### src/hdl/ctf_pkg.sv
// ============================================================================
// ctf_pkg
// Types, constants and the census compare function of the census transform.
// ============================================================================
package ctf_pkg;

    // Field widths.
    localparam int PIX_W = 16;
    localparam int SIG_W = 32;
    localparam int CFG_W = 12;
    localparam int CNT_W = 14;

    // Line store word: one sample of each of the four delayed lines.
    localparam int LINES       = 4;
    localparam int LINE_WORD_W = LINES * PIX_W;

    // Window geometry.
    localparam int WIN_DIM = 5;
    localparam int TAPS    = WIN_DIM * WIN_DIM;
    localparam int CENTER  = 12;

    // Signature layout: the first neighbors fill the low byte from bit 7 down,
    // the rest fill the upper half from bit 31 down.
    localparam int LOW_NEIGHBORS = 8;
    localparam int LOW_TOP_BIT   = 7;
    localparam int HIGH_TOP_BIT  = 31 + LOW_NEIGHBORS;

    // Width register limits.
    localparam logic [CFG_W-1:0] WIDTH_RESET = 12'd768;
    localparam logic [CFG_W-1:0] WIDTH_MIN   = 12'd5;

    // Result queue depth.
    localparam int QUEUE_DEPTH = 4;

    typedef logic [PIX_W-1:0] t_pixel;
    typedef t_pixel t_taps [TAPS];

    // Control that travels with an item from the front stage to the window.
    typedef struct packed {
        logic valid;
        logic emit;
        logic bypass;
    } t_s1_ctrl;

    // Census signature of a window: a bit is set when the neighbor is below
    // the center sample.
    function automatic logic [SIG_W-1:0] census_sig(input t_taps taps);
        logic [SIG_W-1:0] sig;
        int               k;
        sig = '0;
        k   = 0;
        for (int t = 0; t < TAPS; t++) begin
            if (t != CENTER) begin
                if (taps[t] < taps[CENTER]) begin
                    if (k < LOW_NEIGHBORS) begin
                        sig[LOW_TOP_BIT - k] = 1'b1;
                    end else begin
                        sig[HIGH_TOP_BIT - k] = 1'b1;
                    end
                end
                k++;
            end
        end
        return sig;
    endfunction

endpackage

### src/hdl/ctf_window.sv
// ============================================================================
// ctf_window
// Back stage: line store update, 5x5 tap window and census compare.
// ============================================================================
module ctf_window
    import ctf_pkg::*;
#(
    parameter int MAX_WIDTH = 2048,
    localparam int COL_W = $clog2(MAX_WIDTH)
) (
    input  logic                   i_clk,
    input  t_s1_ctrl               i_s1,
    input  t_pixel                 i_s1_pixel,
    input  logic [COL_W-1:0]       i_s1_col,
    input  logic [LINE_WORD_W-1:0] i_rd_data,
    output logic                   o_wr_en,
    output logic [COL_W-1:0]       o_wr_addr,
    output logic [LINE_WORD_W-1:0] o_wr_data,
    output logic                   o_push,
    output logic [SIG_W-1:0]       o_push_sig
);

    t_taps                  r_taps;
    t_taps                  n_taps;
    logic [LINE_WORD_W-1:0] r_last_word;
    logic [LINE_WORD_W-1:0] old_word;
    logic [LINE_WORD_W-1:0] n_word;
    t_pixel                 feed [WIN_DIM];

    // Delayed samples of this column; the last written word covers a read
    // that raced the write to the same column.
    always_comb begin
        old_word = i_s1.bypass ? r_last_word : i_rd_data;
        n_word   = {old_word[LINE_WORD_W-PIX_W-1:0], i_s1_pixel};
        for (int r = 0; r < LINES; r++) begin
            feed[r] = old_word[PIX_W*(LINES-1-r) +: PIX_W];
        end
        feed[LINES] = i_s1_pixel;
    end

    // Each window row shifts left by one and takes its feed on the right.
    always_comb begin
        for (int r = 0; r < WIN_DIM; r++) begin
            for (int c = 0; c < WIN_DIM - 1; c++) begin
                n_taps[r*WIN_DIM + c] = r_taps[r*WIN_DIM + c + 1];
            end
            n_taps[r*WIN_DIM + WIN_DIM - 1] = feed[r];
        end
    end

    always_ff @(posedge i_clk) begin
        if (i_s1.valid) begin
            r_taps      <= n_taps;
            r_last_word <= n_word;
        end
    end

    assign o_wr_en    = i_s1.valid;
    assign o_wr_addr  = i_s1_col;
    assign o_wr_data  = n_word;
    assign o_push     = i_s1.valid && i_s1.emit;
    assign o_push_sig = census_sig(n_taps);

endmodule

### config.mk
export PLATFORM = sky130hd
export DESIGN_NAME = ctf_window
export DESIGN_NICKNAME = d
export VERILOG_FILES = /design/src/hdl/ctf_pkg.sv /design/src/hdl/ctf_window.sv
export SDC_FILE = /design/constraint.sdc
export NUM_CORES = 1
export LEC_CHECK = 0
export BUFFER_PORTS_ARGS = -buffer_cell sky130_fd_sc_hd__buf_4
export CAP_MARGIN = 20
export CORE_ASPECT_RATIO = 2
export CORE_MARGIN = 5
export CORE_UTILIZATION = 54
export DETAILED_ROUTE_END_ITERATION = 8
export GPL_TIMING_DRIVEN = 0
export PLACE_DENSITY = 0.74
export SLEW_MARGIN = 20
export SYNTH_ARGS = -nofsm -noshare
export SYNTH_HDL_FRONTEND = slang
export SYNTH_SLANG_ARGS = --single-unit
### constraint.sdc
create_clock -name i_clk -period 4.24 [get_ports i_clk]
set_input_delay 0.848 -clock i_clk [delete_from_list [all_inputs] [get_ports i_clk]]
set_output_delay 0.848 -clock i_clk [all_outputs]
set_load 0.03 [all_outputs]
==> results <==
- At the pin with the least slew margin, the transition time is 0.9227 ns.
- The worst hold path startpoint is n_taps[352].
- Among all cell types in the netlist, the one instantiated most often is sky130_fd_sc_hd__ha_1.
- The worst hold path belongs to the class reg -> reg.
- After synthesis the netlist holds a flip-flop and latch count of 320.
- The floorplan step set the die width to 141.3 µm.
- In the final layout, the share of cells above drive strength 1 is 25.17%.
- At the later pin of the worst-skew pair, clock insertion delay measures 0.56 ns.
- For this design the total switching power over the nets is 0.002321 W.
- The area of the placeable core is 34230 µm².
- The mean instance size in the synthesized netlist is 13.24 µm².
- The congestion estimate from routability-driven global placement came to 0.8893.
- The most area-hungry cell type in the Yosys netlist is sky130_fd_sc_hd__edfxtp_1.
- Summed over all layers, the routed wires come to 48570 µm.
- Before CTS, the worst setup slack after placement is -0.9937 ns.
- Internal power comes to 0.005852 W.
- In the routed layout, each cell is associated on average with a via count of 5.980.
- The die covers 38520 µm².
- The main flop type after synthesis is sky130_fd_sc_hd__edfxtp_1.
- The worst path required time is 3.39 ns.
- The sequential area share after synthesis is 51.61%.
- The final layout contains 2101 nets.
- After synthesis, the share of flip-flops with an asynchronous set or reset is 0%.
- The gate count after technology mapping is 1406.
- Of the total power, the share spent switching nets is 28.40%.
- In this run, post-CTS hold repair placed 0 buffers.
- The initial detailed-routing violation count is 707.
- The total power density per cell area is 374.9 nW/µm².
- Before antenna repair, the detailed router went through 5 iterations.
- In this design, the largest share of critical-path delay is due to buffers and inverters.
- The Yosys step of the flow raised 0 warnings.
- The minimum clock period is 4.186 ns.
- Yosys mapped a number of flops with a built-in enable equal to 320.
- The final-report max-slew violation count is 0.
- In this run the cell area measured after placement is 20680 µm².
- The library cell contributing the largest single delay on the critical path is sky130_fd_sc_hd__clkinvlp_2.
- TritonCTS built the clock tree.
- The leakage dissipation is 9.177 nW.
- The clock transition at the registers of the reported paths is 0.07 ns.
- The buffer depth of the longest clock path is 3.
- Headroom to the max-slew limit came out at 38.15%.
- The pin count of the biggest net entering global routing is 109.
- Along the worst path, the maximum fanout reaches 12.
- Setup slack on the critical path of the routed design comes to 0.05403 ns.
- The share of total power dissipated in combinational logic is 21.1%.
- Setup violations remaining at the end of the flow were counted as 0.
- For this run, design rule violations remaining after detail routing come to 0.
- Clock tree synthesis inserted a total of 28 buffers.
- The final setup skew is 0.009206 ns.
- The count of filler cells inserted in the layout is 2603.
- The run finished with clean final reports.
- The total overflow left after global routing is 0.
- The y dimension of the die is 272.6 µm.
- The worst setup path is captured at a primary output.
- The number of cells traversed by the worst register-to-register path is 1.
- The startpoint of the worst register-to-register path is n_taps[189].
- The starting density of the core is 54.39%.
- The number of port buffers is 183.
- The distinct cell type count of the synthesized netlist is 40.
- On the worst path, the slowest cell contributes a delay of 0.79 ns.
- In this run the number of H-tree levels came out at 1.
- In this run the core area contains 96 standard-cell rows.
- After synthesis, the most frequently instantiated cells are sky130_fd_sc_hd__ha_1, sky130_fd_sc_hd__edfxtp_1, sky130_fd_sc_hd__a21oi_1, sky130_fd_sc_hd__nand2_1, sky130_fd_sc_hd__buf_4.
- The count of clock tree sinks is 320.
- The half-perimeter wire length after placement is 34940 µm.
- Global routing consumed, over all layers together, 24.78% of the routing resources.
- Setup repair after global routing left no endpoint under its margin.
- Once layout is done, the placed cells without fillers occupy 21800 µm².
- The via count of the first global-routing pass came to 13.55k.
- The clock network power share is 31.6%.
- The number of antenna violations at the first check in global routing is 0.
- The area growth from synthesis to final layout is 17.11%.
- The first global-routing pass estimated 73080 µm of wire.
- The number of maximum-capacitance constraint violations is 0.
- IR analysis of the VDD net gives a maximum drop of 284.6 µV.
- The cell depth of the worst min-delay path is 0.
- The fraction of post-synthesis cell area in the top cell type by area is 51.61%.
- The cell area that synthesis handed to floorplanning was 18620 µm².
- In this run the remaining antenna-violating nets after routing total 0.
- The critical path goes through clkinvlp_2 -> ha_1 -> and4_1 -> a221oi_1 -> o21a_1 -> buf_4.
- The cell at the root of the clock tree is sky130_fd_sc_hd__clkbuf_16.
- The kind of critical path is reg -> out.
- In the post-synthesis netlist, the biggest area contributors are sky130_fd_sc_hd__edfxtp_1, sky130_fd_sc_hd__ha_1, sky130_fd_sc_hd__a21oi_1, sky130_fd_sc_hd__mux2_2, sky130_fd_sc_hd__buf_4.
- The number of antenna repair diodes is 0.
- The total vias in the final route is 12.59k.
- The end of the worst hold path is n_taps[368].
- After detailed routing, the average wire length per cell comes to 23.06 µm.
- The register share of total power is 47.3%.
- The number of endpoints with negative hold slack in the final report is 0.
- The worst reg2reg path endpoint is n_taps[269].
- The nature of the critical path startpoint is a register.
- The worst endpoint data arrival time is 3.34 ns.
- The buffers plus inverters on the worst setup path is 2.
- The number of primary I/O pins is 204.
- The worst path uses 98.73% of the clock period.
- Timing would allow up to 238.9 MHz.
- Setup slack on the worst reg-to-reg path comes out at 3.11 ns.
## layout by cell type (no fill, tap or decap), types with 10 or more instances in the layout
cell type and instances:
sky130_fd_sc_hd__ha_1 360, sky130_fd_sc_hd__edfxtp_1 320, sky130_fd_sc_hd__buf_4 270, sky130_fd_sc_hd__a21oi_1 148, sky130_fd_sc_hd__nand2_1 90, sky130_fd_sc_hd__mux2_2 63
sky130_fd_sc_hd__o21ai_0 63, sky130_fd_sc_hd__nor2_1 42, sky130_fd_sc_hd__a21o_1 42, sky130_fd_sc_hd__nand4_1 38, sky130_fd_sc_hd__clkbuf_16 29, sky130_fd_sc_hd__clkinvlp_4 24
sky130_fd_sc_hd__nand2b_1 23, sky130_fd_sc_hd__nor3_1 13, sky130_fd_sc_hd__a211oi_1 12, sky130_fd_sc_hd__and4_1 10
## sequential cells by signal, indices dropped and copies added (netlist names)
register	cells
r_last_word	3
n_taps	317
## cell type report
type	count	area (µm²)	share of cell area (%)
flip-flops and latches	320	9609	44.07
well taps	441	551.8	2.531
multi-input cells	983	8327	38.19
repair inverters	13	90.09	0.4132
plain buffers	93	713.2	3.271
clock buffers	32	737.0	3.380
repair buffers	190	1501	6.886
inverters	17	116.4	0.5337
clock inverters	17	157.7	0.7231
## logic make-up after synthesis
logic type	share of synthesized area (%)
fa+ha+maj	24.19
flops	51.61
compound gates	10.26
simple gates	6.048
buf+inv	3.999
mux	3.864
other cells	0.02014
## power groups by stage
stage	Clock (W)	Sequential, W	Combinational [W]
2_1_floorplan	0	0.00387	0.00105
3_3_place_gp	0	0.00392	0.00161
3_5_place_dp	0	0.00392	0.00169
4_1_cts	0.00261	0.00386	0.00173
5_1_grt	0.00272	0.00388	0.00190
6_report	0.00258	0.00386	0.00173
## stage by stage
stage,instances,TNS (ns),hold WS [ns],total power (W),utilization (%)
2_1_floorplan,1413,0,0.4168,0.004915,-
6_report,2106,0,0.4397,0.008174,63.69
3_5_place_dp,2041,-2.078,0.4229,0.005613,60.40
3_3_place_gp,2037,-5.919,0.4191,0.005523,60.09
5_1_grt,2106,0,0.4496,0.008503,63.69
4_1_cts,2100,0,0.4391,0.008194,63.48
## layer usage
metal / global-route usage (%) / wire length (µm) / part of all wire [%]
met5: 0 / 0 / 0
met4: 16.18 / 4032 / 8.3
met3: 3.064 / 2667 / 5.5
met2: 46.32 / 25500 / 52
met1: 25.37 / 16370 / 34
## worst max path at each step
stage | depth (start not counted) | slack [ns] | to | start
finish | 6 | 0.05 | o_push_sig[27] | n_taps[206]
global route | 8 | 0.007 | o_push_sig[30] | n_taps[204]
CTS | 7 | 0.004 | o_push_sig[31] | n_taps[199]
detailed placement | 10 | -0.99 | o_push_sig[30] | i_s1[0]
global placement | 10 | -1.24 | o_push_sig[30] | i_s1[0]
floorplan | 9 | 0.04 | o_push_sig[3] | i_s1[0]
## what timing repair did
action / in CTS / in global routing
setup endpoints to repair: 10 / 12
gates resized for setup: 33 / 12
buffers inserted: 0 / 3
cloned: 10 / 3
pin swaps: 0 / 0
(Power assumes the default switching activity.)
