### src/hdl/ctf_pkg.sv
// ============================================================================
// ctf_pkg
// Types, constants and the census compare function of the census transform.
// ============================================================================
package ctf_pkg;

    // Field widths.
    localparam int PIX_W = 16;
    localparam int SIG_W = 32;
    localparam int CFG_W = 12;
    localparam int CNT_W = 14;

    // Line store word: one sample of each of the four delayed lines.
    localparam int LINES       = 4;
    localparam int LINE_WORD_W = LINES * PIX_W;

    // Window geometry.
    localparam int WIN_DIM = 5;
    localparam int TAPS    = WIN_DIM * WIN_DIM;
    localparam int CENTER  = 12;

    // Signature layout: the first neighbors fill the low byte from bit 7 down,
    // the rest fill the upper half from bit 31 down.
    localparam int LOW_NEIGHBORS = 8;
    localparam int LOW_TOP_BIT   = 7;
    localparam int HIGH_TOP_BIT  = 31 + LOW_NEIGHBORS;

    // Width register limits.
    localparam logic [CFG_W-1:0] WIDTH_RESET = 12'd768;
    localparam logic [CFG_W-1:0] WIDTH_MIN   = 12'd5;

    // Result queue depth.
    localparam int QUEUE_DEPTH = 4;

    typedef logic [PIX_W-1:0] t_pixel;
    typedef t_pixel t_taps [TAPS];

    // Control that travels with an item from the front stage to the window.
    typedef struct packed {
        logic valid;
        logic emit;
        logic bypass;
    } t_s1_ctrl;

    // Census signature of a window: a bit is set when the neighbor is below
    // the center sample.
    function automatic logic [SIG_W-1:0] census_sig(input t_taps taps);
        logic [SIG_W-1:0] sig;
        int               k;
        sig = '0;
        k   = 0;
        for (int t = 0; t < TAPS; t++) begin
            if (t != CENTER) begin
                if (taps[t] < taps[CENTER]) begin
                    if (k < LOW_NEIGHBORS) begin
                        sig[LOW_TOP_BIT - k] = 1'b1;
                    end else begin
                        sig[HIGH_TOP_BIT - k] = 1'b1;
                    end
                end
                k++;
            end
        end
        return sig;
    endfunction

endpackage

### src/hdl/ctf_queue.sv
// ============================================================================
// ctf_queue
// Result queue between the census stage and the output channel.
// ============================================================================
module ctf_queue
    import ctf_pkg::*;
(
    input  logic             i_clk,
    input  logic             i_rst_n,
    input  logic             i_push,
    input  logic [SIG_W-1:0] i_push_sig,
    input  logic             i_inflight,
    output logic             o_hold,
    output logic             o_valid,
    output logic [SIG_W-1:0] o_signature,
    input  logic             i_stall
);

    localparam int PTR_W = $clog2(QUEUE_DEPTH);
    localparam int LVL_W = $clog2(QUEUE_DEPTH + 1);

    logic [SIG_W-1:0] r_entry [QUEUE_DEPTH];
    logic [PTR_W-1:0] r_head;
    logic [PTR_W-1:0] r_tail;
    logic [LVL_W-1:0] r_level;
    logic [LVL_W-1:0] n_level;
    logic             pop;

    assign pop     = o_valid && !i_stall;
    assign o_valid = (r_level != '0);

    // Hold the input while the queue cannot take the word still in flight.
    assign o_hold = ({1'b0, r_level} + (LVL_W + 1)'(i_inflight)) >= (LVL_W + 1)'(QUEUE_DEPTH);

    always_comb begin
        n_level = r_level;
        if (i_push && !pop) begin
            n_level = r_level + LVL_W'(1);
        end else if (!i_push && pop) begin
            n_level = r_level - LVL_W'(1);
        end
    end

    // Pointers and fill level.
    always_ff @(posedge i_clk) begin
        if (!i_rst_n) begin
            r_head  <= '0;
            r_tail  <= '0;
            r_level <= '0;
        end else begin
            if (i_push) begin
                r_tail <= r_tail + PTR_W'(1);
            end
            if (pop) begin
                r_head <= r_head + PTR_W'(1);
            end
            r_level <= n_level;
        end
    end

    // Queue storage.
    always_ff @(posedge i_clk) begin
        if (i_push) begin
            r_entry[r_tail] <= i_push_sig;
        end
    end

    assign o_signature = r_entry[r_head];

endmodule

### config.mk
export PLATFORM = sky130hd
export DESIGN_NAME = ctf_queue
export DESIGN_NICKNAME = d
export VERILOG_FILES = /design/src/hdl/ctf_pkg.sv /design/src/hdl/ctf_queue.sv
export SDC_FILE = /design/constraint.sdc
export NUM_CORES = 1
export LEC_CHECK = 0
export BUFFER_PORTS_ARGS = -buffer_cell sky130_fd_sc_hd__buf_2
export CORE_MARGIN = 8
export CORE_UTILIZATION = 46
export CTS_BUF_LIST = sky130_fd_sc_hd__clkbuf_16
export CTS_CLUSTER_DIAMETER = 40
export DETAILED_ROUTE_END_ITERATION = 6
export GPL_TIMING_DRIVEN = 0
export PLACE_DENSITY = 0.66
export SETUP_SLACK_MARGIN = 0.15
export SLEW_MARGIN = 20
export SYNTH_ARGS = -nofsm -noshare
export SYNTH_HDL_FRONTEND = slang
export SYNTH_SLANG_ARGS = --single-unit
### constraint.sdc
create_clock -name i_clk -period 4.6 [get_ports i_clk]
set_input_delay 0.69 -clock i_clk [delete_from_list [all_inputs] [get_ports i_clk]]
set_output_delay 0.69 -clock i_clk [all_outputs]
set_load 0.03 [all_outputs]
==> results.md, run 1 <==
* Fraction of layout cells with a size suffix above 1 at 0.4577
* Via count at around 2400
* Crit Reg-Reg Endpoint: r_level[2]
* Total gr overflow at 0
* Row Count at 38
* Syn nets at roughly 260
* Clk network pwr share at 0.390
* Area Overhead vs Synth at 24.43%
* Cell depth of the worst flop-to-flop path at 8
* N_diodes at 0
* Die Wd at between 100 and 150 µm
* Maximum capacitance violations at 0
* First-pass GRT wire length at approximately 14000 µm
* WHS at 0.4829 ns
* Core Box Area at 10840 µm²
* DRT iter0 DRCs at 116
* Largest cells by area after synthesis: edfxtp_1, mux4_2, dfxtp_1
* Maximum clock path buffer count at 2
* Hold Crit Start: r_head[1]
* CP startpoint kind: register
* Yosys warning count at 0
* Full die area at roughly 15000 µm²
* Hold depth at 2
* CTS H-tree lvls at 4
* Worst reg2reg setup slack at 2.39 ns
* Net Sw Power at 0.9561 mW
* Period utilization at 0.5293
* Vias per Instance at a little over 5
* Max VDD drop at roughly 0.0003 V
* Top Layer Used: met4
* GRT Total Usage at 0.1272
* Synth unique cells at 23
* Post-Syn Instances at between 200 and 250
* CTS tree: yes
* M1 WL at 3724 µm
* Power per cell area at about 580 nW/µm²
* Pin count of the biggest net entering global routing at 24
* Post-DP Area at approximately 5700 µm²
* Sequential element share of the synthesized area at 0.7848
* Fin. Hold Viols at 0
* Arr. time, crit path at between 1.5 and 2 ns
* Crit Reg-Reg Startpoint: r_level[0]
* Setup TNS at 0 ns
* Initial antenna violation count at 0
* Logic pwr share at 0.210
* Hold_buf cts at 0
* Worst Tran Pin Value at between 0.4 and 0.5 ns
* Seq pwr share at 0.401
* Post-route ant nets at 0
* Root Driver: clkbuf_16
* IO buf count at 70
* Initial DRT Pass Iterations at 4
* DRC at 0
* Slew headroom at 0.6743
* #FFs+latches synth at roughly 140
* RSZ-0062 raised after global routing: no
* Final instance area at approximately 6400 µm²
* Mean Syn Cell Area at between 20 and 25 µm²
* Worst-path clk slew at around 0.060 ns
* Post_cts resized at 0
* P_int at between 2 and 3 mW
* Worst-skew pair later-pin latency at about 0.40 ns
* CP Capture Type: primary output
* CTS buffer count at 17
* Synth top area share at 0.7496
* DP HPWL at ~5700 µm
* Sw Share at 0.2600
* Leak at 2.237 nW
* Met3 WL at 503 µm
* Die height at ~120 µm
* Status: complete, no violations
* Fin Clk Skew at between 0.008 and 0.009 ns
* Mapped Area at slightly above 5000 µm²
* Worst-path fanout max at 10
* WL met2 at between 4000 and 5000 µm
* Starting Density at 0.4730
* Finished Core Util at 0.5885
* Io pins at about 70
* Fmax at 410.7 MHz
* Final Setup Violations at 0
* Period minus WS final at 2.435 ns
* Largest area contributor in the netlist: edfxtp_1
* GP Congestion at roughly 0.66
* Post-detailed-routing wire length at 8836 µm
* Routed len/inst at 19.25 µm
* HP Class: reg -> reg
* Vias in the first global route at about 2500
* Setup CP Type: reg -> out
* CTS Sinks at between 100 and 150
* Setup bufs post-CTS at 0
* Fillers at 832
* Critical Path RT at between 3 and 4 ns
* Fin nets at between 300 and 400
* Slew Limit Fails at 0
==> cells by family (layout without fill, tap and decap cells) <==
family	after synthesis	in the layout	share of synthesized area
flops	137	137	0.7848
mux	34	34	0.1459
simple gates	14	14	0.01782
buf+inv	11	117	0.01976
compound gates	8	8	0.01049
fa+ha+maj	6	6	0.01611
xor+xnor	3	3	0.005125
==> power groups by stage <==
stage,Combinational [mW],Sequential [mW],Clock [mW]
finish,0.771,1.47,1.43
global route,0.826,1.48,1.51
CTS,0.790,1.47,1.46
detailed placement,0.789,1.50,0
global placement,0.774,1.50,0
floorplan,0.584,1.49,0
==> layer usage <==
| metal | up-vias | GRT usage |
|---|---|---|
| met5 | - | 0 |
| met4 | 0 | 0.06014 |
| met3 | 9 | 0.04211 |
| met2 | 62 | 0.2047 |
| met1 | 1219 | 0.1527 |
| li1 | 1082 | - |
==> how the worst max path moves through the flow <==
stage | startpoint | end | slack [ns] | cells after the start
after floorplan | i_stall | r_level[2] | 2.60 | 7
after CTS | register | o_signature[0] | 2.13 | 4
final | register | o_signature[0] | 2.17 | 4
after detailed placement | i_stall | r_level[2] | 2.35 | 8
after global placement | i_push | r_entry[2][13] | 1.89 | 2
after global routing | register | o_signature[15] | 2.09 | 4
==> cell usage in the layout, fill, tap and decap left out <==
cell type and count:
edfxtp_1 128, buf_2 73, mux4_2 30, clkbuf_16 17, dfxtp_1 9, inv_1 7, buf_12 6, ha_1 5
bufinv_16 5, and2_2 4, o21ai_0 3, or3_1 3, a21boi_0 3, mux4_1 2, xor2_1 2, and2_1 2
mux2i_1 2, nor2b_1 2, clkinv_2 2, clkinv_4 2, buf_6 1, nor3_2 1, or2_2 1, a31o_2 1
xnor2_1 1, nand2b_1 1, a21boi_1 1, fa_1 1, clkinvlp_4 1, clkinv_1 1, inv_6 1, buf_16 1
==> critical path, cell delays in order (launching register included) <==
cell	delay (ns)
dfxtp_1	0.32
buf_6	0.15
buf_12	0.16
mux4_2	0.52
buf_2	0.20
==> area by class of cell <==
cell class	instances	area [µm²]	area share
Multi-Input combinational cell	65	1007	0.1579
Clock buffer	17	425.4	0.06668
Clock inverter	15	209.0	0.03275
Tap cell	140	175.2	0.02746
Buffer	7	86.33	0.01353
Inverter	4	15.01	0.002353
Timing Repair Buffer	74	437.9	0.06864
Sequential cell	137	4024	0.6307
==> registers in the layout, summed over array words and instances (netlist names), named ones only <==
name and count:
r_entry 128, r_head 2, r_level 3, r_tail 2
==> cell usage after synthesis (all sizes together) <==
| cell | n |
|---|---|
| xnor2 | 1 |
| dfxtp | 9 |
| buf | 7 |
| xor2 | 2 |
| fa | 1 |
| mux2i | 2 |
| nor2b | 2 |
| nor3 | 1 |
| edfxtp | 128 |
| mux4 | 32 |
| ha | 5 |
| o21ai | 3 |
| a21boi | 4 |
| a31o | 1 |
| inv | 4 |
| or3 | 3 |
| nand2b | 1 |
| or2 | 1 |
| and2 | 6 |
==> metrics by stage <==
stage,power [mW],setup WS (ns),instances
6_report,3.677,2.165,459
5_1_grt,3.816,2.087,459
4_1_cts,3.722,2.126,459
3_5_place_dp,2.288,2.350,427
3_3_place_gp,2.273,1.891,423
2_1_floorplan,2.076,2.604,213
Note: power is estimated with default switching activity, not from simulation.
==> run 2: changes to the inputs <==
--- a/config.mk
+++ b/config.mk
@@ -12,7 +12,7 @@
 export CTS_CLUSTER_DIAMETER = 40
 export DETAILED_ROUTE_END_ITERATION = 6
 export GPL_TIMING_DRIVEN = 0
-export PLACE_DENSITY = 0.66
+export PLACE_DENSITY = 0.69
 export SETUP_SLACK_MARGIN = 0.15
 export SLEW_MARGIN = 20
 export SYNTH_ARGS = -nofsm -noshare
==> constraint.sdc (replaced) <==
create_clock -name i_clk -period 2.15 [get_ports i_clk]
set_input_delay 0.3225 -clock i_clk [delete_from_list [all_inputs] [get_ports i_clk]]
set_output_delay 0.3225 -clock i_clk [all_outputs]
set_load 0.03 [all_outputs]
==> run 2 against run 1 <==
Sequential power rose by 120%. Cell area rose by 3.5%. Total power rose by 110%. Count of clock-buffer cells in the layout did not move. Via count rose by 1.5%. Clock skew rose by 0.00067 ns. Clock power rose by 77%. Sequential share of layout area fell by 2.1 points. Die area did not move. Global-route usage rose by 0.51 points. Utilization rose by 2.0 points. Critical endpoint is now o_signature[25].
==> results.md, run 2 (same netlist as run 1, synthesis figures left out) <==
* Final Non-Filler Cells at approximately 460
* DRT iter0 DRCs at 92
* CTS buffer count at 17
* DP HPWL at approximately 6000 µm
* Pin count of the biggest net entering global routing at 20
* Largest regs: r_entry x128, r_level x3
* HP Class: in -> reg
* Power per cell area at approximately 1200 nW/µm²
* Row Count at 38
* Final Setup Violations at 0
* Area Overhead vs Synth at 28.75%
* Net Sw Power at 2.198 mW
* Die height at 121.6 µm
* Most common cell after layout, fill and taps aside: edfxtp_1
* Full die area at roughly 15000 µm²
* Starting Density at 0.4730
* Vias in the first global route at around 2700
* Fmax at around 490 MHz
* Fraction of layout cells with a size suffix above 1 at 0.4846
* Logic pwr share at 0.270
* Pre-CTS WS at -0.06421 ns
* Total gr overflow at 0
* Post-route ant nets at 0
* Most flops, register: r_entry
* Clk network pwr share at 0.324
* IO buf count at 70
* Fillers at just under 800
* First-pass GRT wire length at between 10000 and 15000 µm
* Seq pwr share at 0.406
* Status: complete, no violations
* Maximum clock path buffer count at 2
* Slew headroom at 0.6523
* Worst Tran Pin Value at ~0.52 ns
* Fin Clk Skew at between 0.009 and 0.01 ns
* Inst Count DP at between 400 and 500
* Area of the multi-input gates at 1010 µm²
* Hold_buf cts at 0
* Sw Share at 0.2813
* Total power at slightly below 8 mW
* Period utilization at 0.9572
* Critical Path RT at 1.83 ns
* Maximum capacitance violations at 0
* Post-detailed-routing wire length at between 9000 and 10000 µm
* Initial DRT Pass Iterations at 4
* Fin nets at between 300 and 400
* Reg area at about 4000 µm²
* GRT Total Usage at 0.1323
* Slew Limit Fails at 0
* Core Box Area at roughly 11000 µm²
* CP Capture Type: primary output
* Fin. Hold Viols at 0
* Via count at ~2400
* N_diodes at 0
* Worst-path clk slew at approximately 0.06 ns
* Leak at about 2.3 nW
* Setup CP Type: reg -> out
* Max VDD drop at approximately 0.00053 V
* CP startpoint kind: register
* CTS tree: yes
* Most frequent cells in the layout: edfxtp_1, buf_2, mux4_2, buf_6, clkbuf_16
* P_int at around 5.6 mW
* Final WS setup at 0.09208 ns
* Die Wd at roughly 120 µm
* Setup TNS at 0 ns
* Max FFs per register at 128
* CTS H-tree lvls at 4
* Routed len/inst at about 20 µm
* DRC at 0
* Vias per Instance at a little over 5
* RSZ-0062 raised after global routing: yes
* Worst-path fanout max at 8
* Period minus WS final at approximately 2.1 ns
* Arr. time, crit path at about 1.7 ns
* Io pins at 71
* CTS Sinks at 137
* Worst-skew pair later-pin latency at about 0.4 ns
* Root Driver: clkbuf_16
* Initial antenna violation count at 0
* GP Congestion at about 0.66
## run 2: changes by cell type in the layout (fill, tap and decap cells not counted), sizes merged
cell,change
clkinvlp,+4
clkinv,+2
bufinv,-5
inv,-1
clkbuf,+2
buf,+3
## run 2: cell type report
| class | instances | share of cell area |
|---|---|---|
| clock inverter | 15 | 0.01592 |
| tap | 140 | 0.02654 |
| multi-input combinational | 65 | 0.1530 |
| timing repair buffer | 79 | 0.1135 |
| clock buffer | 17 | 0.06444 |
| sequential | 137 | 0.6099 |
| buffer | 7 | 0.01440 |
| inverter | 4 | 0.002274 |
## run 2: stage by stage
stage	cell area, µm²	hold slack, ns	utilization
global route	6601	0.1186	0.6090
floorplan	5127	0.4214	-
detailed placement	5768	0.4839	0.5321
CTS	6436	0.1130	0.5937
finish	6601	0.1314	0.6090
global placement	5653	0.4665	0.5215
## run 2: power groups by stage
stage	logic (mW)	registers, mW	clock network, mW
3_5_place_dp	1.71	3.21	0
3_3_place_gp	1.65	3.21	0
4_1_cts	1.91	3.17	2.60
5_1_grt	2.23	3.18	2.69
6_report	2.11	3.17	2.53
2_1_floorplan	1.25	3.19	0
## run 2: per-layer routing
layer	track usage	up-vias	wire [µm]
met2	0.2216	65	4927
met1	0.1502	1249	3806
met4	0.06939	0	119
met5	0	-	0
met3	0.04118	8	439
li1	-	1086	-
## run 2: timing repair
action                     4_1_cts  5_1_grt
cloned                           1        2
buffers inserted                 1        1
gates resized for setup         37       39
pin swaps                        1        1
setup endpoints to repair       32       33
## run 2: path summary, 6_finish.rpt
| check | to | startpoint | cells after the start | slack [ns] |
|---|---|---|---|---|
| worst max-delay path | o_signature[25] | register | 4 | 0.09 |
| worst min-delay path | r_entry[2][15] | i_push_sig[15] | 1 | 0.13 |
| worst max register to register | r_level[2] | r_level[1] | 8 | 0.18 |
| worst min register to register | r_head[1] | r_head[1] | 2 | 0.49 |
## run 2: worst max-delay path, stage by stage, from the launching register on
cell       delay (ns)
dfxtp_2          0.34
buf_12           0.16
clkbuf_16        0.16
mux4_2           0.51
buf_6            0.16
==> run 3: changes to the inputs <==
--- a/config.mk
+++ b/config.mk
@@ -12,7 +12,7 @@
 export CTS_CLUSTER_DIAMETER = 40
 export DETAILED_ROUTE_END_ITERATION = 6
 export GPL_TIMING_DRIVEN = 0
-export PLACE_DENSITY = 0.69
+export PLACE_DENSITY = 0.79
 export SETUP_SLACK_MARGIN = 0.15
 export SLEW_MARGIN = 20
 export SYNTH_ARGS = -nofsm -noshare
==> run 3 against run 2 <==
Sequential share of layout area is 0.61 points lower. Worst setup slack better by 0.0038 ns. Sequential cell count stayed put. Final cell count is 0.22% lower. Combinational power hardly changed. Largest power group unchanged.
==> results.md, run 3 (same netlist as run 1, synthesis figures left out) <==
* Status: complete, no violations
* Routed len/inst at slightly above 20 µm
* HP Class: in -> reg
* Global Route met1 Usage at 0.1540
* Most used routing layer: met2
* CP endpoint: o_signature[13]
* Fin. Hold Viols at 0
* Fillers at 759
* Final Non-Filler Cells at about 460
* Worst-path clk slew at ~0.060 ns
* Net Sw Power at around 2.2 mW
* CTS H-tree lvls at 4
* Worst-skew pair later-pin latency at approximately 0.40 ns
* Pin count of the biggest net entering global routing at 20
* Post-route ant nets at 0
* Crit Reg-Reg Startpoint: r_level[1]
* Vias per Instance at 5.244
* CP Capture Type: primary output
* DP HPWL at 5948 µm
* Maximum capacitance violations at 0
* Largest regs: r_entry x128, r_level x3
* Initial antenna violation count at 0
* GP Congestion at 0.6461
* Die height at around 120 µm
* Core Box Area at between 10000 and 15000 µm²
* Critical Path RT at roughly 1.8 ns
* Inst Count DP at between 400 and 500
* Met2 Use GR at 0.2229
* Die Wd at 121.6 µm
* Io pins at just over 70
* Worst Tran Pin Value at approximately 0.6 ns
* CP startpoint kind: register
* Max VDD drop at about 0.00085 V
* Total power at just over 8 mW
* Power per cell area at between 1000 and 1500 nW/µm²
* Setup CP Type: reg -> out
* Root Driver: clkbuf_16
* Clk network pwr share at 0.354
* Fmax at approximately 490 MHz
* Hold_buf cts at 0
* Total gr overflow at 0
* DRT iter0 DRCs at between 150 and 200
* Row Count at 38
* Leak at between 2 and 2.5 nW
* IO buf count at 70
* Most frequent cells in the layout: edfxtp_1, buf_2, mux4_2, buf_6, clkbuf_16
* Arr. time, crit path at between 1.5 and 2 ns
* Sw Share at 0.2689
* Logic pwr share at 0.257
* CTS tree: yes
* Period utilization at 0.9554
* CTS buffer count at 17
* N_diodes at 0
* Fin Clk Skew at between 0.008 and 0.009 ns
* Fraction of layout cells with a size suffix above 1 at 0.4985
* Worst reg2reg setup slack at 0.25 ns
* Seq pwr share at 0.389
* Starting Density at 0.4730
* Fin nets at between 300 and 400
* DRC at 0
* Full die area at between 10000 and 15000 µm²
* P_int at ~6.0 mW
* Initial DRT Pass Iterations at 4
* GR Util met3 at 0.04627
* Via count at 2428
* Slew headroom at 0.6088
* CTS Sinks at roughly 140
* Slew Limit Fails at 0
* Maximum clock path buffer count at 2
* First-pass GRT wire length at between 10000 and 15000 µm
* Vias in the first global route at ~2700
* Period minus WS final at roughly 2.1 ns
* Cell depth of the worst flop-to-flop path at 8
* Post-detailed-routing wire length at 9419 µm
* Max FFs per register at 128
* Area Overhead vs Synth at 30.21%
* GRT Total Usage at 0.1335
* Final Setup Violations at 0
* Worst-path fanout max at 8
* Most common cell after layout, fill and taps aside: edfxtp_1
* RSZ-0062 raised after global routing: yes
* Crit Reg-Reg Endpoint: r_level[2]
* Most flops, register: r_entry
[run 3: final cells by class]
cell class | instances | area [µm²] | share of cell area
Sequential cell | 137 | 4031 | 0.6038
Multi-Input combinational cell | 65 | 1015 | 0.1520
Timing Repair Buffer | 79 | 747.0 | 0.1119
Clock buffer | 17 | 425.4 | 0.06372
Tap cell | 140 | 175.2 | 0.02624
Clock inverter | 14 | 172.7 | 0.02586
Buffer | 7 | 95.09 | 0.01424
Inverter | 4 | 15.01 | 0.002249
[run 3: worst min-delay path by stage]
stage                        start             end  depth (start not counted)
floorplan            i_push_sig[0]   r_entry[0][0]                          0
detailed placement       r_head[1]        register                          2
global placement         r_head[1]       r_head[1]                          2
CTS                 i_push_sig[27]  r_entry[2][27]                          1
finish              i_push_sig[22]  r_entry[0][22]                          1
global route        i_push_sig[22]  r_entry[0][22]                          1
[run 3: critical path, stage by stage, from the launching register on]
cell	delay, ns
dfxtp_2	0.34
buf_12	0.15
clkbuf_16	0.16
mux4_2	0.51
buf_6	0.16
[run 3: routing by layer]
metal | vias to the layer above | share of wire
met4 | 0 | 0.010
met2 | 71 | 0.52
met3 | 10 | 0.065
met1 | 1255 | 0.40
li1 | 1092 | -
met5 | - | 0
[run 3: power groups by stage]
stage	Sequential, mW	Combinational (mW)	Clock (mW)
4_1_cts	3.17	1.85	2.95
3_3_place_gp	3.20	1.65	0
5_1_grt	3.20	2.22	3.07
2_1_floorplan	3.19	1.25	0
3_5_place_dp	3.21	1.70	0
6_report	3.18	2.10	2.90
[run 3: metrics by stage]
stage                      TNS, ns    util  setup slack [ns]  area, µm²  hold WS (ns)
after global routing             0  0.6159           0.03645       6676        0.1109
after global placement      -22.78  0.5215           -0.2057       5653        0.4711
after floorplan                  0       -            0.1775       5127        0.4214
after CTS                        0  0.5957           0.04971       6457        0.1170
final                            0  0.6159           0.09589       6676        0.1294
after detailed placement  -0.03578  0.5321          -0.03578       5768        0.4839
[run 3: repair_timing]
action	in CTS	in global routing
gates cloned	0	3
setup endpoints to repair	32	33
resized for setup	32	44
setup buffers	1	1
pin swaps	1	0
