## config.mk

```make
export PLATFORM = sky130hd
export DESIGN_NAME = ctf_front
export DESIGN_NICKNAME = d
export VERILOG_FILES = /design/src/hdl/ctf_pkg.sv /design/src/hdl/ctf_front.sv
export SDC_FILE = /design/constraint.sdc
export NUM_CORES = 1
export LEC_CHECK = 0
export BUFFER_PORTS_ARGS = -buffer_cell sky130_fd_sc_hd__buf_4
export CELL_PAD_IN_SITES_DETAIL_PLACEMENT = 1
export CELL_PAD_IN_SITES_GLOBAL_PLACEMENT = 2
export CORE_ASPECT_RATIO = 0.8
export CORE_MARGIN = 4
export CORE_UTILIZATION = 37
export DETAILED_ROUTE_END_ITERATION = 16
export PLACE_DENSITY_LB_ADDON = 0.1
export SLEW_MARGIN = 20
export SYNTH_ARGS = -nofsm -noshare
export SYNTH_HDL_FRONTEND = slang
export SYNTH_SLANG_ARGS = --single-unit
```

## constraint.sdc

```tcl
create_clock -name i_clk -period 5.38 [get_ports i_clk]
set_input_delay 0.269 -clock i_clk [delete_from_list [all_inputs] [get_ports i_clk]]
set_output_delay 0.269 -clock i_clk [all_outputs]
set_load 0.005 [all_outputs]
```

## src/hdl/ctf_pkg.sv

```systemverilog
// ============================================================================
// ctf_pkg
// Types, constants and the census compare function of the census transform.
// ============================================================================
package ctf_pkg;

    // Field widths.
    localparam int PIX_W = 16;
    localparam int SIG_W = 32;
    localparam int CFG_W = 12;
    localparam int CNT_W = 14;

    // Line store word: one sample of each of the four delayed lines.
    localparam int LINES       = 4;
    localparam int LINE_WORD_W = LINES * PIX_W;

    // Window geometry.
    localparam int WIN_DIM = 5;
    localparam int TAPS    = WIN_DIM * WIN_DIM;
    localparam int CENTER  = 12;

    // Signature layout: the first neighbors fill the low byte from bit 7 down,
    // the rest fill the upper half from bit 31 down.
    localparam int LOW_NEIGHBORS = 8;
    localparam int LOW_TOP_BIT   = 7;
    localparam int HIGH_TOP_BIT  = 31 + LOW_NEIGHBORS;

    // Width register limits.
    localparam logic [CFG_W-1:0] WIDTH_RESET = 12'd768;
    localparam logic [CFG_W-1:0] WIDTH_MIN   = 12'd5;

    // Result queue depth.
    localparam int QUEUE_DEPTH = 4;

    typedef logic [PIX_W-1:0] t_pixel;
    typedef t_pixel t_taps [TAPS];

    // Control that travels with an item from the front stage to the window.
    typedef struct packed {
        logic valid;
        logic emit;
        logic bypass;
    } t_s1_ctrl;

    // Census signature of a window: a bit is set when the neighbor is below
    // the center sample.
    function automatic logic [SIG_W-1:0] census_sig(input t_taps taps);
        logic [SIG_W-1:0] sig;
        int               k;
        sig = '0;
        k   = 0;
        for (int t = 0; t < TAPS; t++) begin
            if (t != CENTER) begin
                if (taps[t] < taps[CENTER]) begin
                    if (k < LOW_NEIGHBORS) begin
                        sig[LOW_TOP_BIT - k] = 1'b1;
                    end else begin
                        sig[HIGH_TOP_BIT - k] = 1'b1;
                    end
                end
                k++;
            end
        end
        return sig;
    endfunction

endpackage

```

## src/hdl/ctf_front.sv

```systemverilog
// ============================================================================
// ctf_front
// Input stage: width register, pixel counter, column, result classification
// and the line store read.
// ============================================================================
module ctf_front
    import ctf_pkg::*;
#(
    parameter int MAX_WIDTH = 2048,
    localparam int COL_W = $clog2(MAX_WIDTH)
) (
    input  logic             i_clk,
    input  logic             i_rst_n,
    input  logic             i_cfg_we,
    input  logic [CFG_W-1:0] i_cfg_wdata,
    input  logic             i_valid,
    input  t_pixel           i_pixel,
    input  logic             i_frame_start,
    input  logic             i_hold,
    output logic             o_stall,
    output logic             o_rd_en,
    output logic [COL_W-1:0] o_rd_addr,
    output t_s1_ctrl         o_s1,
    output t_pixel           o_s1_pixel,
    output logic [COL_W-1:0] o_s1_col
);

    logic [CFG_W-1:0] r_width;
    logic [COL_W-1:0] r_column;
    logic [COL_W-1:0] n_column;
    logic [CNT_W-1:0] r_count;
    logic [CNT_W-1:0] n_count;
    t_s1_ctrl         r_s1;
    t_pixel           r_s1_pixel;
    logic [COL_W-1:0] r_s1_col;

    logic             accept;
    logic [CFG_W-1:0] eff_width;
    logic [CNT_W:0]   threshold;
    logic [COL_W-1:0] col_now;
    logic [CNT_W-1:0] cnt_now;
    logic [13:0]      col_inc;
    logic             emit;
    logic             bypass;

    // Width register; the user writes it only while the block is idle, unenforced.
    always_ff @(posedge i_clk) begin
        if (!i_rst_n) begin
            r_width <= WIDTH_RESET;
        end else if (i_cfg_we) begin
            r_width <= i_cfg_wdata;
        end
    end

    // Clamp the programmed width to the supported range.
    always_comb begin
        if (r_width < WIDTH_MIN) begin
            eff_width = WIDTH_MIN;
        end else if (int'(r_width) > MAX_WIDTH) begin
            eff_width = CFG_W'(MAX_WIDTH);
        end else begin
            eff_width = r_width;
        end
    end

    // A word is taken whenever the result queue has room for it.
    assign accept  = i_valid && !i_hold;
    assign o_stall = i_hold;

    // Counter and column restart with the first pixel of a frame.
    always_comb begin
        threshold = {1'b0, eff_width, 2'b00} + (CNT_W + 1)'(4);
        col_now   = i_frame_start ? '0 : r_column;
        cnt_now   = i_frame_start ? '0 : r_count;
        emit      = ({1'b0, cnt_now} >= threshold);
        col_inc   = 14'(col_now) + 14'd1;
        n_column  = (col_inc >= {2'b00, eff_width}) ? '0 : col_inc[COL_W-1:0];
        n_count   = emit ? cnt_now : cnt_now + CNT_W'(1);
        // The item in the window stage writes this column only at the coming edge.
        bypass    = r_s1.valid && (r_s1_col == col_now);
    end

    always_ff @(posedge i_clk) begin
        if (!i_rst_n) begin
            r_column <= '0;
            r_count  <= '0;
        end else if (accept) begin
            r_column <= n_column;
            r_count  <= n_count;
        end
    end

    // Stage register toward the window; it never stalls.
    always_ff @(posedge i_clk) begin
        if (!i_rst_n) begin
            r_s1 <= '0;
        end else begin
            r_s1.valid  <= accept;
            r_s1.emit   <= emit;
            r_s1.bypass <= bypass;
        end
    end

    always_ff @(posedge i_clk) begin
        if (accept) begin
            r_s1_pixel <= i_pixel;
            r_s1_col   <= col_now;
        end
    end

    assign o_rd_en    = accept;
    assign o_rd_addr  = col_now;
    assign o_s1       = r_s1;
    assign o_s1_pixel = r_s1_pixel;
    assign o_s1_col   = r_s1_col;

endmodule

```

==> results summary, run 1 <==
After floorplanning, the core was divided into 32 placement rows. The worst register-to-register path begins at r_width[7]$_SDFFE_PN0P_. In this run the biggest area consumer among cell types represents 21.4% of the synthesized area. The endpoint of the most critical register-to-register path is r_count[9]$_SDFFE_PN0P_.

For this design the static power due to leakage is 2.01 nW. The total clock buffers created by CTS came out at 9. The area added between synthesis and finish came out at 26.1%.

The count of nets left with antenna violations once routing finished came out at 0. Power comes to 1.32 mW. The required time of the worst setup path is 5.62 ns. The worst setup path is launched from a register. The worst slew margin relative to its limit is 47.3%. The signal arrival time at the worst endpoint is 3.94 ns. The post-synthesis sequential element count is 67. The startpoint identified for the worst hold timing path is i_pixel[1]. The post-cts resize count is 0. The number of cells traversed by the worst register-to-register path is 13. The maximum count of clock buffers along a single path came out at 2.

At the pin with the least slew margin, the transition time is 0.785 ns. The post-detailed-routing wire length is 9.60 mm. The depth of the worst hold-timing path came out at 1. Cells fill 48.7% of the core in the end. Of the synthesized area, sequential elements account for 42.5%. The mean cell area of the mapped netlist is 9.84 sq um. The cell area power density is 277 nW/um^2. The detailed-placement wirelength estimate came out at 7.44 mm. The post-route fraction of the period consumed by the critical path is 68.8%. Setup repair after global routing left no endpoint under its margin. The final weighted congestion in routability-driven placement is 0.816. STA classifies the critical path endpoint as a register. The number of max-capacitance violations reported came out at 0.

The largest driver fanout on the critical path is 9. The via count normalized by instance count is 5.10. The layout has 1131 filler cells. The width of the die is 121 microns. The final count of negative-setup-slack endpoints came out at 0. The cell accounting for the most synthesized area is sky130_fd_sc_hd__edfxtp_1. The register area came out at 1610 sq um. Traced cell by cell, the critical path runs through nor4_4, and2_2, inv_2, o41ai_4, nand2_1, xor2_1, ha_1, a21o_1, a211oi_1, a221o_1, o21ai_1, a211o_1, a21oi_1. The library cell used most frequently in the layout, excluding fill and tap cells, is sky130_fd_sc_hd__buf_4. The number of vias after detailed routing is 3057. The minimum period implied by the final worst setup slack came out at 3.70 ns. The combined area of the multi-input logic cells came out at 2030 sq um.

The total standard cell area after synthesis is 3790 sq um. The clock latency of the later-clocked register in the worst-skew pair is 0.33 ns. The final net count came out at 519. The final number of max-transition violations was 0. The first-pass iteration count of the detailed router is 4.

In the layout the commonest cells are sky130_fd_sc_hd__buf_4, sky130_fd_sc_hd__nand2_1, sky130_fd_sc_hd__dfxtp_1. Summed over all layers, the global routing overflow is 0. The number of antenna violations at the first check in global routing is 0. After detailed routing, the number of remaining DRC violations is 0.

The maximum cell stage delay along the critical path came out at 0.39 ns. The global-route usage over all layers is 16.8%. The number of warnings issued by yosys is 0. CTS placed an instance of sky130_fd_sc_hd__clkbuf_16 at the clock tree root.

The full die area is 11900 sq um. The post-detailed-route wirelength per cell is 16.0 microns. The total negative slack came out at 0 ns. The setup slack of the worst register-to-register path is 1.68 ns. The slowest cell on the critical path is sky130_fd_sc_hd__o41ai_4. The number of H-tree branching levels came out at 3. The layout cell share with drive strength beyond 1 is 23.1%. The run finished with clean final reports. For this block, the initial DRC count from the detailed router was 111. The path with the worst hold slack has its endpoint at o_s1_pixel[1]$_DFFE_PP_. For this run, the leading register cell type out of synthesis is sky130_fd_sc_hd__dfxtp_1. The core region area came out at 9810 sq um. The diode insertion count for antenna repair came out at 0. Yosys attributes the largest share of cell area to sky130_fd_sc_hd__edfxtp_1, sky130_fd_sc_hd__dfxtp_1, sky130_fd_sc_hd__ha_1, sky130_fd_sc_hd__xnor2_1, sky130_fd_sc_hd__nand2_1. The maximum ir drop on the vdd rail came out at 0.141 mV. The final clock skew came out at 0.00732 ns. The largest net degree at the start of global routing came out at 31. The first-pass GRT wire length is 16.2 mm.

The setup fix buffers added after clock tree synthesis came out at 0. TritonCTS built the clock tree. The number of global-route vias before repair came out at 3123. In the synthesized netlist the async set-or-reset flop fraction comes to 0%. The net count of the mapped netlist came out at 445. The synthesized netlist cell count came out at 385. The overall die height is 98.5 microns.

The worst min-delay path category is in -> reg. The number of hold buffers added after cts came out at 0. The upper clock frequency limit is 0.270 GHz. The number of distinct library cells after synthesis came out at 54. The quantity of I/O buffers inserted on ports came out at 76. The worst setup path is of the reg -> reg kind. The clock-pin transition on the worst setup and hold timing paths is 0.06 ns. 77 I/O pins were placed. The number of enable-type register cells in the synthesized netlist is 27.

For this configuration, the core starts out at a cell density of 38.6%. The number of endpoints with negative hold slack in the final report was 0. The total clock sinks came out at 67.
layer usage:
layer / track usage (%) / part of all wire, % / vias up
li1: - / - / 1518
met1: 23.7 / 50 / 1451
met2: 25.5 / 43 / 78
met3: 4.65 / 6.6 / 10
met4: 4.39 / 1.1 / 0
met5: 0 / 0 / -
metrics by stage:
step	cell area [sq um]	worst slack, ns	cells	hold WS, ns
after floorplan	3790	2.10	385	0.331
after global placement	4460	1.79	584	0.447
after detailed placement	4460	1.67	584	0.448
after CTS	4780	1.66	600	0.0987
after global routing	4780	1.33	600	0.0976
final	4780	1.68	600	0.114
where the power goes:
group          total [mW]  internal, mW  switching [mW]  leakage (nW)
logic               0.120        0.0584          0.0616          1.28
registers           0.565         0.548          0.0175         0.577
clock network       0.637         0.407           0.230         0.153
critical path, delay by kind of cell, from the launching register on:
kind	cells	cell delay, ns
adder cells (fa/ha/maj)	1	0.29
AO/OA/AOI/OAI	7	1.99
buffers and inverters	1	0.05
AND/OR/NAND/NOR	3	0.73
XOR/XNOR	1	0.17
flip-flops	1	0.38
sequential cells by signal, summed over array words and instances (netlist names):
signal,cells
o_s1_col,11
r_column,11
o_s1_pixel,16
r_width,12
o_s1,3
r_count,14
cells in the mapped netlist, types with 10 or more instances:
master                     count
sky130_fd_sc_hd__nand2_1      43
sky130_fd_sc_hd__dfxtp_1      40
sky130_fd_sc_hd__nor2_1       35
sky130_fd_sc_hd__edfxtp_1     27
sky130_fd_sc_hd__ha_1         26
sky130_fd_sc_hd__xnor2_1      24
sky130_fd_sc_hd__nor2b_1      18
sky130_fd_sc_hd__a21oi_1      15
sky130_fd_sc_hd__mux2i_1      14
sky130_fd_sc_hd__inv_1        12
sky130_fd_sc_hd__nand3_1      11
sky130_fd_sc_hd__xor2_1       11
sky130_fd_sc_hd__a22o_1       10
worst max-delay path by stage:
stage | from | end | slack, ns | cells after the start
floorplan | r_width[3]$_SDFFE_PN0P_ | r_count[1]$_SDFFE_PN0P_ | 2.10 | 14
global placement | r_width[3]$_SDFFE_PN0P_ | r_count[1]$_SDFFE_PN0P_ | 1.79 | 13
detailed placement | r_width[3]$_SDFFE_PN0P_ | r_count[9]$_SDFFE_PN0P_ | 1.67 | 13
CTS | r_width[3]$_SDFFE_PN0P_ | r_count[9]$_SDFFE_PN0P_ | 1.66 | 13
global route | r_width[7]$_SDFFE_PN0P_ | r_count[3]$_SDFFE_PN0P_ | 1.33 | 13
finish | r_width[7]$_SDFFE_PN0P_ | r_count[9]$_SDFFE_PN0P_ | 1.68 | 13
logic make-up after synthesis:
logic type      synth area share [%]
mux                             4.29
buf+inv                         3.80
xor+xnor                        8.09
fa+ha+maj                       8.59
compound gates                  13.0
flops                           42.5
simple gates                    19.7
cell type report:
cell class	instances	share of cell area [%]
clock buffer	10	4.79
clock inverter	6	1.89
inverter	15	1.18
multi-input combinational	288	42.6
sequential	67	33.7
tap	136	3.56
timing repair buffer	78	12.3
No activity file was read; power rests on OpenSTA's default activity.
==> run 2: changes to the inputs <==
--- a/config.mk
+++ b/config.mk
@@ -10,7 +10,7 @@
 export CELL_PAD_IN_SITES_GLOBAL_PLACEMENT = 2
 export CORE_ASPECT_RATIO = 0.8
 export CORE_MARGIN = 4
-export CORE_UTILIZATION = 37
+export CORE_UTILIZATION = 34
 export DETAILED_ROUTE_END_ITERATION = 16
 export PLACE_DENSITY_LB_ADDON = 0.1
 export SLEW_MARGIN = 20
==> constraint.sdc (replaced) <==
create_clock -name i_clk -period 3.5 [get_ports i_clk]
set_input_delay 0.175 -clock i_clk [delete_from_list [all_inputs] [get_ports i_clk]]
set_output_delay 0.175 -clock i_clk [all_outputs]
set_load 0.005 [all_outputs]
==> results summary, run 2 (same netlist as run 1, synthesis figures left out) <==
The minimum period implied by the final worst setup slack is 3.24 ns (-0.457 ns). The number of vias after detailed routing came out at 3155 (+3.2%). The number of endpoints with negative hold slack in the final report came to 0 (unchanged). The flow ran to the end, and the final reports show no timing, DRC or antenna violations. The required time of the worst setup path came to 3.77 ns (-1.85 ns). The count of pins on the block boundary is 77 (unchanged).

The nature of the critical path startpoint is a register. The global-route usage over all layers came out at 16.0% (-0.88 points). The area added between synthesis and finish came out at 31.2%. The total clock sinks came out at 67 (unchanged). The final clock skew came to 0.00701 ns (-0.000309 ns). In the layout the commonest cells are sky130_fd_sc_hd__buf_4, sky130_fd_sc_hd__nand2_1, sky130_fd_sc_hd__dfxtp_1. The worst slew margin relative to its limit is 44.4% (-3.0 points). The cell area power density came to 397 nW/um^2 (+43%).

The total clock buffers created by CTS came out at 9 (unchanged). The final number of max-transition violations came out at 0 (unchanged). The placement row count came to 34 (+6.3%).

The layout cell share with drive strength beyond 1 came to 26.8% (+3.8 points). The diode insertion count for antenna repair is 0 (unchanged). The placement-stage worst setup slack is 0.0909 ns (-1.58 ns).

The library cell used most frequently in the layout, excluding fill and tap cells, is sky130_fd_sc_hd__buf_4. The largest driver fanout on the critical path is 7 (-2). The maximum ir drop on the vdd rail is 0.240 mV (+71%). The maximum count of clock buffers along a single path came out at 2 (unchanged). The remaining antenna violation count after routing came to 0 (unchanged). The count of placed standard cells including taps is 608 (+4.1%).

The number of global-route vias before repair is 3148 (+0.80%). The final routed DRC violation total came out at 0 (unchanged). The worst register-to-register path ends at r_count[10]$_SDFFE_PN0P_. The clock latency of the later-clocked register in the worst-skew pair is 0.34 ns (about the same). The number of inserted filler cells in the final layout is 1251 (+11%). The final net count came out at 543 (+4.6%). The flip-flop count of the largest register after layout is 16 (unchanged). The number of non-filler instances in the completed layout came out at 632 (+5.3%). The post-detailed-route wirelength per cell came to 16.0 microns (+0.24%).

The total leakage power is 2.11 nW (+5.3%). The worst setup path is of the reg -> reg kind. TritonCTS built the clock tree.

The startpoint identified for the worst hold timing path is i_pixel[15]. The setup slack of the worst register-to-register path is 0.26 ns (-1.42 ns). The core region area is 10900 sq um (+11%). The upper clock frequency limit was 0.308 GHz (+14%). The final weighted congestion in routability-driven placement came to 0.749 (-8.2%). The initial core utilization is 34.8% (-3.8 points). The detailed-placement wirelength estimate was 7.76 mm (+4.4%). The post-detailed-routing wire length is 10.1 mm (+5.6%). The first-pass GRT wire length is 16.4 mm (+1.2%). The signal arrival time at the worst endpoint came to 3.51 ns (-0.43 ns).

The post-route worst hold slack is 0.0168 ns (-0.0971 ns). The register area is 1610 sq um (unchanged). The critical path endpoint is r_count[10]$_SDFFE_PN0P_. The post-route fraction of the period consumed by the critical path came to 92.6% (+24 points). The depth of the worst hold-timing path is 1 (unchanged).

Tracing the worst setup path back leads to its startpoint at r_width[4]$_SDFFE_PN0P_. The quantity of I/O buffers inserted on ports came out at 76 (unchanged). The number of cells traversed by the worst register-to-register path came out at 14 (+1).

The final count of negative-setup-slack endpoints is 0 (unchanged). The path class of the tightest hold or removal check is in -> reg. The DRC violation total after the first TritonRoute iteration came to 131 (+18%). The number of max-capacitance violations reported is 0 (unchanged). The largest net degree at the start of global routing came out at 26 (-16%). The number of H-tree branching levels is 3 (unchanged). The aggregate global routing overflow was 0 (unchanged). The worst-margin pin slew is 0.831 ns (+0.0464 ns).

The overall die height came out at 102 microns (+4.0%). The minimum setup slack in the final design is 0.258 ns (-1.42 ns). Clock tree synthesis selected as its root buffer the cell sky130_fd_sc_hd__clkbuf_16.

The full die area is 12900 sq um (+8.2%). The sum of internal, switching and leakage power came out at 1.97 mW (+49%). The final core area utilization came out at 45.6% (-3.1 points). The number of antenna violations at the first check in global routing came out at 0 (unchanged). The width of the die came to 126 microns (+4.0%). The combined area of the multi-input logic cells came to 2060 sq um (+1.4%). The worst setup path is captured at a register. The launch instance of the worst register-to-register path is r_width[4]$_SDFFE_PN0P_. The via count normalized by instance count is 4.99 (-2.0%). The clock-pin transition on the worst setup and hold timing paths is 0.06 ns (about the same). The first-pass iteration count of the detailed router came out at 4 (unchanged).
[run 2: cell types whose count changed in the layout (fill, tap and decap cells not counted), sizes merged]
cell         previous run  this run
bufinv                  2         1
clkinvlp                1         2
clkinv                  4         3
dlygate4sd3             0         3
clkbuf                 10        11
buf                    78        99
[run 2: how the worst min path moves through the flow]
stage	slack [ns]	endpoint
after detailed placement	0.35	o_s1_pixel[2]$_DFFE_PP_
after global routing	-0.0002	o_s1_pixel[2]$_DFFE_PP_
after CTS	0.0003	o_s1_pixel[14]$_DFFE_PP_
final	0.02	o_s1_pixel[15]$_DFFE_PP_
after floorplan	0.24	r_width[8]$_SDFFE_PN1P_
after global placement	0.35	o_s1_pixel[10]$_DFFE_PP_
[run 2: metrics by stage]
stage	TNS, ns	cell area [sq um]
after floorplan	0	3790
after global placement	0	4590
after detailed placement	0	4590
after CTS	0	4870
after global routing	-0.0141	4970
final	0	4970
[run 2: area by class of cell]
class | instances | area share (%)
clock buffer | 11 | 4.68
clock inverter | 5 | 1.11
inverter | 15 | 1.13
multi-input combinational | 288 | 41.5
sequential | 67 | 32.4
tap | 144 | 3.63
timing repair buffer | 102 | 15.6
[run 2: timing repair]
item | 4_1_cts | 5_1_grt
endpoints found under the hold margin | 0 | 3
endpoints found under the setup margin | 0 | 18
hold buffers | 0 | 3
buffers inserted | 0 | 5
gates resized for setup | 0 | 6
[run 2: worst max-delay path, stage by stage, from the launching register on]
cell and delay [ns]:
sky130_fd_sc_hd__dfxtp_1 0.37, sky130_fd_sc_hd__nor4_4 0.30, sky130_fd_sc_hd__and2_4 0.21, sky130_fd_sc_hd__inv_2 0.05
sky130_fd_sc_hd__o41ai_4 0.21, sky130_fd_sc_hd__nand2_1 0.14, sky130_fd_sc_hd__xor2_1 0.17, sky130_fd_sc_hd__ha_1 0.29
sky130_fd_sc_hd__a21o_1 0.19, sky130_fd_sc_hd__a211oi_2 0.25, sky130_fd_sc_hd__a221o_1 0.25, sky130_fd_sc_hd__buf_4 0.17
sky130_fd_sc_hd__o211ai_1 0.17, sky130_fd_sc_hd__a211o_1 0.26, sky130_fd_sc_hd__a21oi_1 0.14
[run 2: where the power goes]
group / switching, mW / internal (mW) / total [mW]
clock network: 0.344 / 0.549 / 0.893
registers: 0.0200 / 0.842 / 0.862
logic: 0.110 / 0.108 / 0.218
[run 2: per-layer routing]
| metal | up-vias | wire length [microns] | track usage (%) |
|---|---|---|---|
| li1 | 1569 | - | - |
| met1 | 1493 | 5180 | 22.4 |
| met2 | 80 | 4180 | 23.9 |
| met3 | 13 | 645 | 4.86 |
| met4 | 0 | 134 | 4.45 |
| met5 | - | 0 | 0 |
==> run 3: changes to the inputs <==
--- a/config.mk
+++ b/config.mk
@@ -6,13 +6,12 @@
 export NUM_CORES = 1
 export LEC_CHECK = 0
 export BUFFER_PORTS_ARGS = -buffer_cell sky130_fd_sc_hd__buf_4
-export CELL_PAD_IN_SITES_DETAIL_PLACEMENT = 1
-export CELL_PAD_IN_SITES_GLOBAL_PLACEMENT = 2
 export CORE_ASPECT_RATIO = 0.8
 export CORE_MARGIN = 4
-export CORE_UTILIZATION = 34
+export CORE_UTILIZATION = 50
 export DETAILED_ROUTE_END_ITERATION = 16
-export PLACE_DENSITY_LB_ADDON = 0.1
+export HOLD_SLACK_MARGIN = 0.15
+export PLACE_DENSITY = 0.74
 export SLEW_MARGIN = 20
 export SYNTH_ARGS = -nofsm -noshare
 export SYNTH_HDL_FRONTEND = slang
==> results summary, run 3 (same netlist as run 1, synthesis figures left out) <==
The aggregate global routing overflow came to 0 (unchanged). The minimum setup slack in the final design came out at 0.188 ns (-0.0699 ns). The number of antenna violations at the first check in global routing is 0 (unchanged). Setup repair after global routing left no endpoint under its margin. The worst slew margin relative to its limit came out at 52.3% (+7.9 points).

The flip-flop count of the largest register after layout came out at 16 (unchanged). STA classifies the critical path endpoint as a register. The count of pins on the block boundary came out at 77 (unchanged).

The signal arrival time at the worst endpoint came to 3.59 ns (+0.08 ns). The post-detailed-route wirelength per cell is 15.1 microns (-6.0%). The core region area was 7390 sq um (-32%).

The upper clock frequency limit came to 0.302 GHz (-2.1%). TritonCTS built the clock tree. The placement-stage worst setup slack is -0.00249 ns (-0.0934 ns). The number of global-route vias before repair is 3104 (-1.4%). The number of endpoints with negative hold slack in the final report came out at 0 (unchanged). The cell area power density is 344 nW/um^2 (-13%). The quantity of I/O buffers inserted on ports came out at 76 (unchanged).

The combined area of the multi-input logic cells came out at 2050 sq um (-0.61%). The total clock buffers created by CTS came out at 9 (unchanged). The cell sitting at the root of the clock tree is a sky130_fd_sc_hd__clkbuf_8. The register area came out at 1610 sq um (about the same).

The maximum ir drop on the vdd rail was 0.213 mV (-11%). The diode insertion count for antenna repair came out at 0 (unchanged). The detailed-placement wirelength estimate is 6.65 mm (-14%). The global-route usage over all layers came out at 20.5% (+4.5 points). The worst setup path is launched from a register. The total leakage power is 2.14 nW (+1.5%).

The layout cell share with drive strength beyond 1 is 25.3% (-1.5 points). The minimum period implied by the final worst setup slack was 3.31 ns (+0.0699 ns). The overall die height came out at 85.9 microns (-16%). The total clock sinks came out at 67 (unchanged). The run finished with clean final reports. The final routed DRC violation total came out at 0 (unchanged). The post-route worst hold slack is 0.238 ns (+0.221 ns). The number of H-tree branching levels is 3 (unchanged). The final count of negative-setup-slack endpoints is 0 (unchanged). The final number of max-transition violations came out at 0 (unchanged).

The largest net degree at the start of global routing is 30 (+15%). The area growth from synthesis to layout is 33.3%. The DRC violation total after the first TritonRoute iteration is 165 (+26%). The placement row count is 28 (-18%). Leaving out fill and tap cells, the most frequent cell in the layout is sky130_fd_sc_hd__buf_4. The post-detailed-routing wire length was 9.26 mm (-8.7%). The clock-pin transition on the worst setup and hold timing paths came out at 0.08 ns (+0.02 ns). The first-pass GRT wire length was 15.0 mm (-8.1%). The final net count came out at 564 (+3.9%). The critical path is of the reg -> reg type. The number of vias after detailed routing came out at 3248 (+2.9%).

The worst-margin pin slew came out at 0.713 ns (-0.119 ns). The number of inserted filler cells in the final layout came to 531 (-58%). The required time of the worst setup path came out at 3.78 ns (about the same). The via count normalized by instance count came out at 5.29 (+6.0%).

The setup slack of the worst register-to-register path came out at 0.19 ns (-0.07 ns). The final core area utilization is 68.3% (+23 points). The remaining antenna violation count after routing is 0 (unchanged). The clock latency of the later-clocked register in the worst-skew pair was 0.34 ns (about the same).

The final clock skew is 0.00682 ns (-0.000194 ns). The number of max-capacitance violations reported came out at 0 (unchanged). The first-pass iteration count of the detailed router came out at 4 (unchanged). The post-route fraction of the period consumed by the critical path came to 94.6% (+2.0 points). The final weighted congestion in routability-driven placement came to 0.892 (+19%). The width of the die is 105 microns (-16%). The largest driver fanout on the critical path is 8 (+1).

The full die area is 9040 sq um (-30%). The maximum count of clock buffers along a single path is 2 (unchanged). The tightest min-delay check is of the in -> reg type.

The top cell types in the final layout, fill and taps aside, are sky130_fd_sc_hd__buf_4, sky130_fd_sc_hd__nand2_1, sky130_fd_sc_hd__dfxtp_1. The initial core utilization is 51.3% (+16 points).
==> run 3: final timing paths <==
check	start	endpoint	cells after the start
max	r_width[3]$_SDFFE_PN0P_	r_count[1]$_SDFFE_PN0P_	13
min	i_frame_start	o_s1_col[3]$_DFFE_PP_	2
max reg2reg	r_width[3]$_SDFFE_PN0P_	r_count[1]$_SDFFE_PN0P_	13
min reg2reg	r_column[0]$_SDFFE_PN0P_	r_column[0]$_SDFFE_PN0P_	2
==> run 3: where the power goes <==
group / internal, mW / leakage [nW] / switching (mW)
Clock: 0.332 / 0.0923 / 0.309
Combinational: 0.122 / 1.48 / 0.110
Sequential: 0.841 / 0.577 / 0.0217
Total: 1.29 / 2.14 / 0.441
==> run 3: layout make-up <==
cell class / count / area share (%)
clock buffers: 9 / 2.45
clock inverters: 7 / 1.49
inverters: 15 / 1.12
multi-input cells: 288 / 40.6
flip-flops and latches: 67 / 31.9
well taps: 105 / 2.60
repair buffers: 123 / 19.8
==> run 3: critical path: stages (launching register included) <==
cell and delay, ns:
sky130_fd_sc_hd__dfxtp_1 0.37, sky130_fd_sc_hd__nor4_2 0.37, sky130_fd_sc_hd__and2_2 0.24, sky130_fd_sc_hd__inv_2 0.05, sky130_fd_sc_hd__o41ai_4 0.22, sky130_fd_sc_hd__buf_4 0.19
sky130_fd_sc_hd__nand3_1 0.09, sky130_fd_sc_hd__xnor2_1 0.15, sky130_fd_sc_hd__ha_1 0.32, sky130_fd_sc_hd__a211oi_2 0.09, sky130_fd_sc_hd__a221o_2 0.44, sky130_fd_sc_hd__o21ai_2 0.21
sky130_fd_sc_hd__mux2_2 0.36, sky130_fd_sc_hd__a21oi_1 0.14
==> run 3: repair_timing <==
action	in CTS	in global routing
pin swaps	0	2
hold endpoints to repair	30	0
gates resized for setup	1	6
endpoints found under the setup margin	1	8
hold buffers	31	0
setup buffers	0	2
==> run 3: routing by layer <==
layer / wire, microns / GRT usage, %
met3: 612 / 5.04
met5: 0 / 0
met1: 4390 / 28.6
met4: 121 / 5.60
met2: 4140 / 31.8
==> run 3: per-stage QoR <==
stage | std cells | setup TNS [ns] | cell area [sq um] | power, mW
floorplan | 385 | 0 | 3790 | 0.983
global placement | 565 | 0 | 4510 | 1.07
detailed placement | 565 | -0.00249 | 4510 | 1.08
CTS | 612 | 0 | 5020 | 1.74
global route | 614 | 0 | 5050 | 1.81
finish | 614 | 0 | 5050 | 1.74
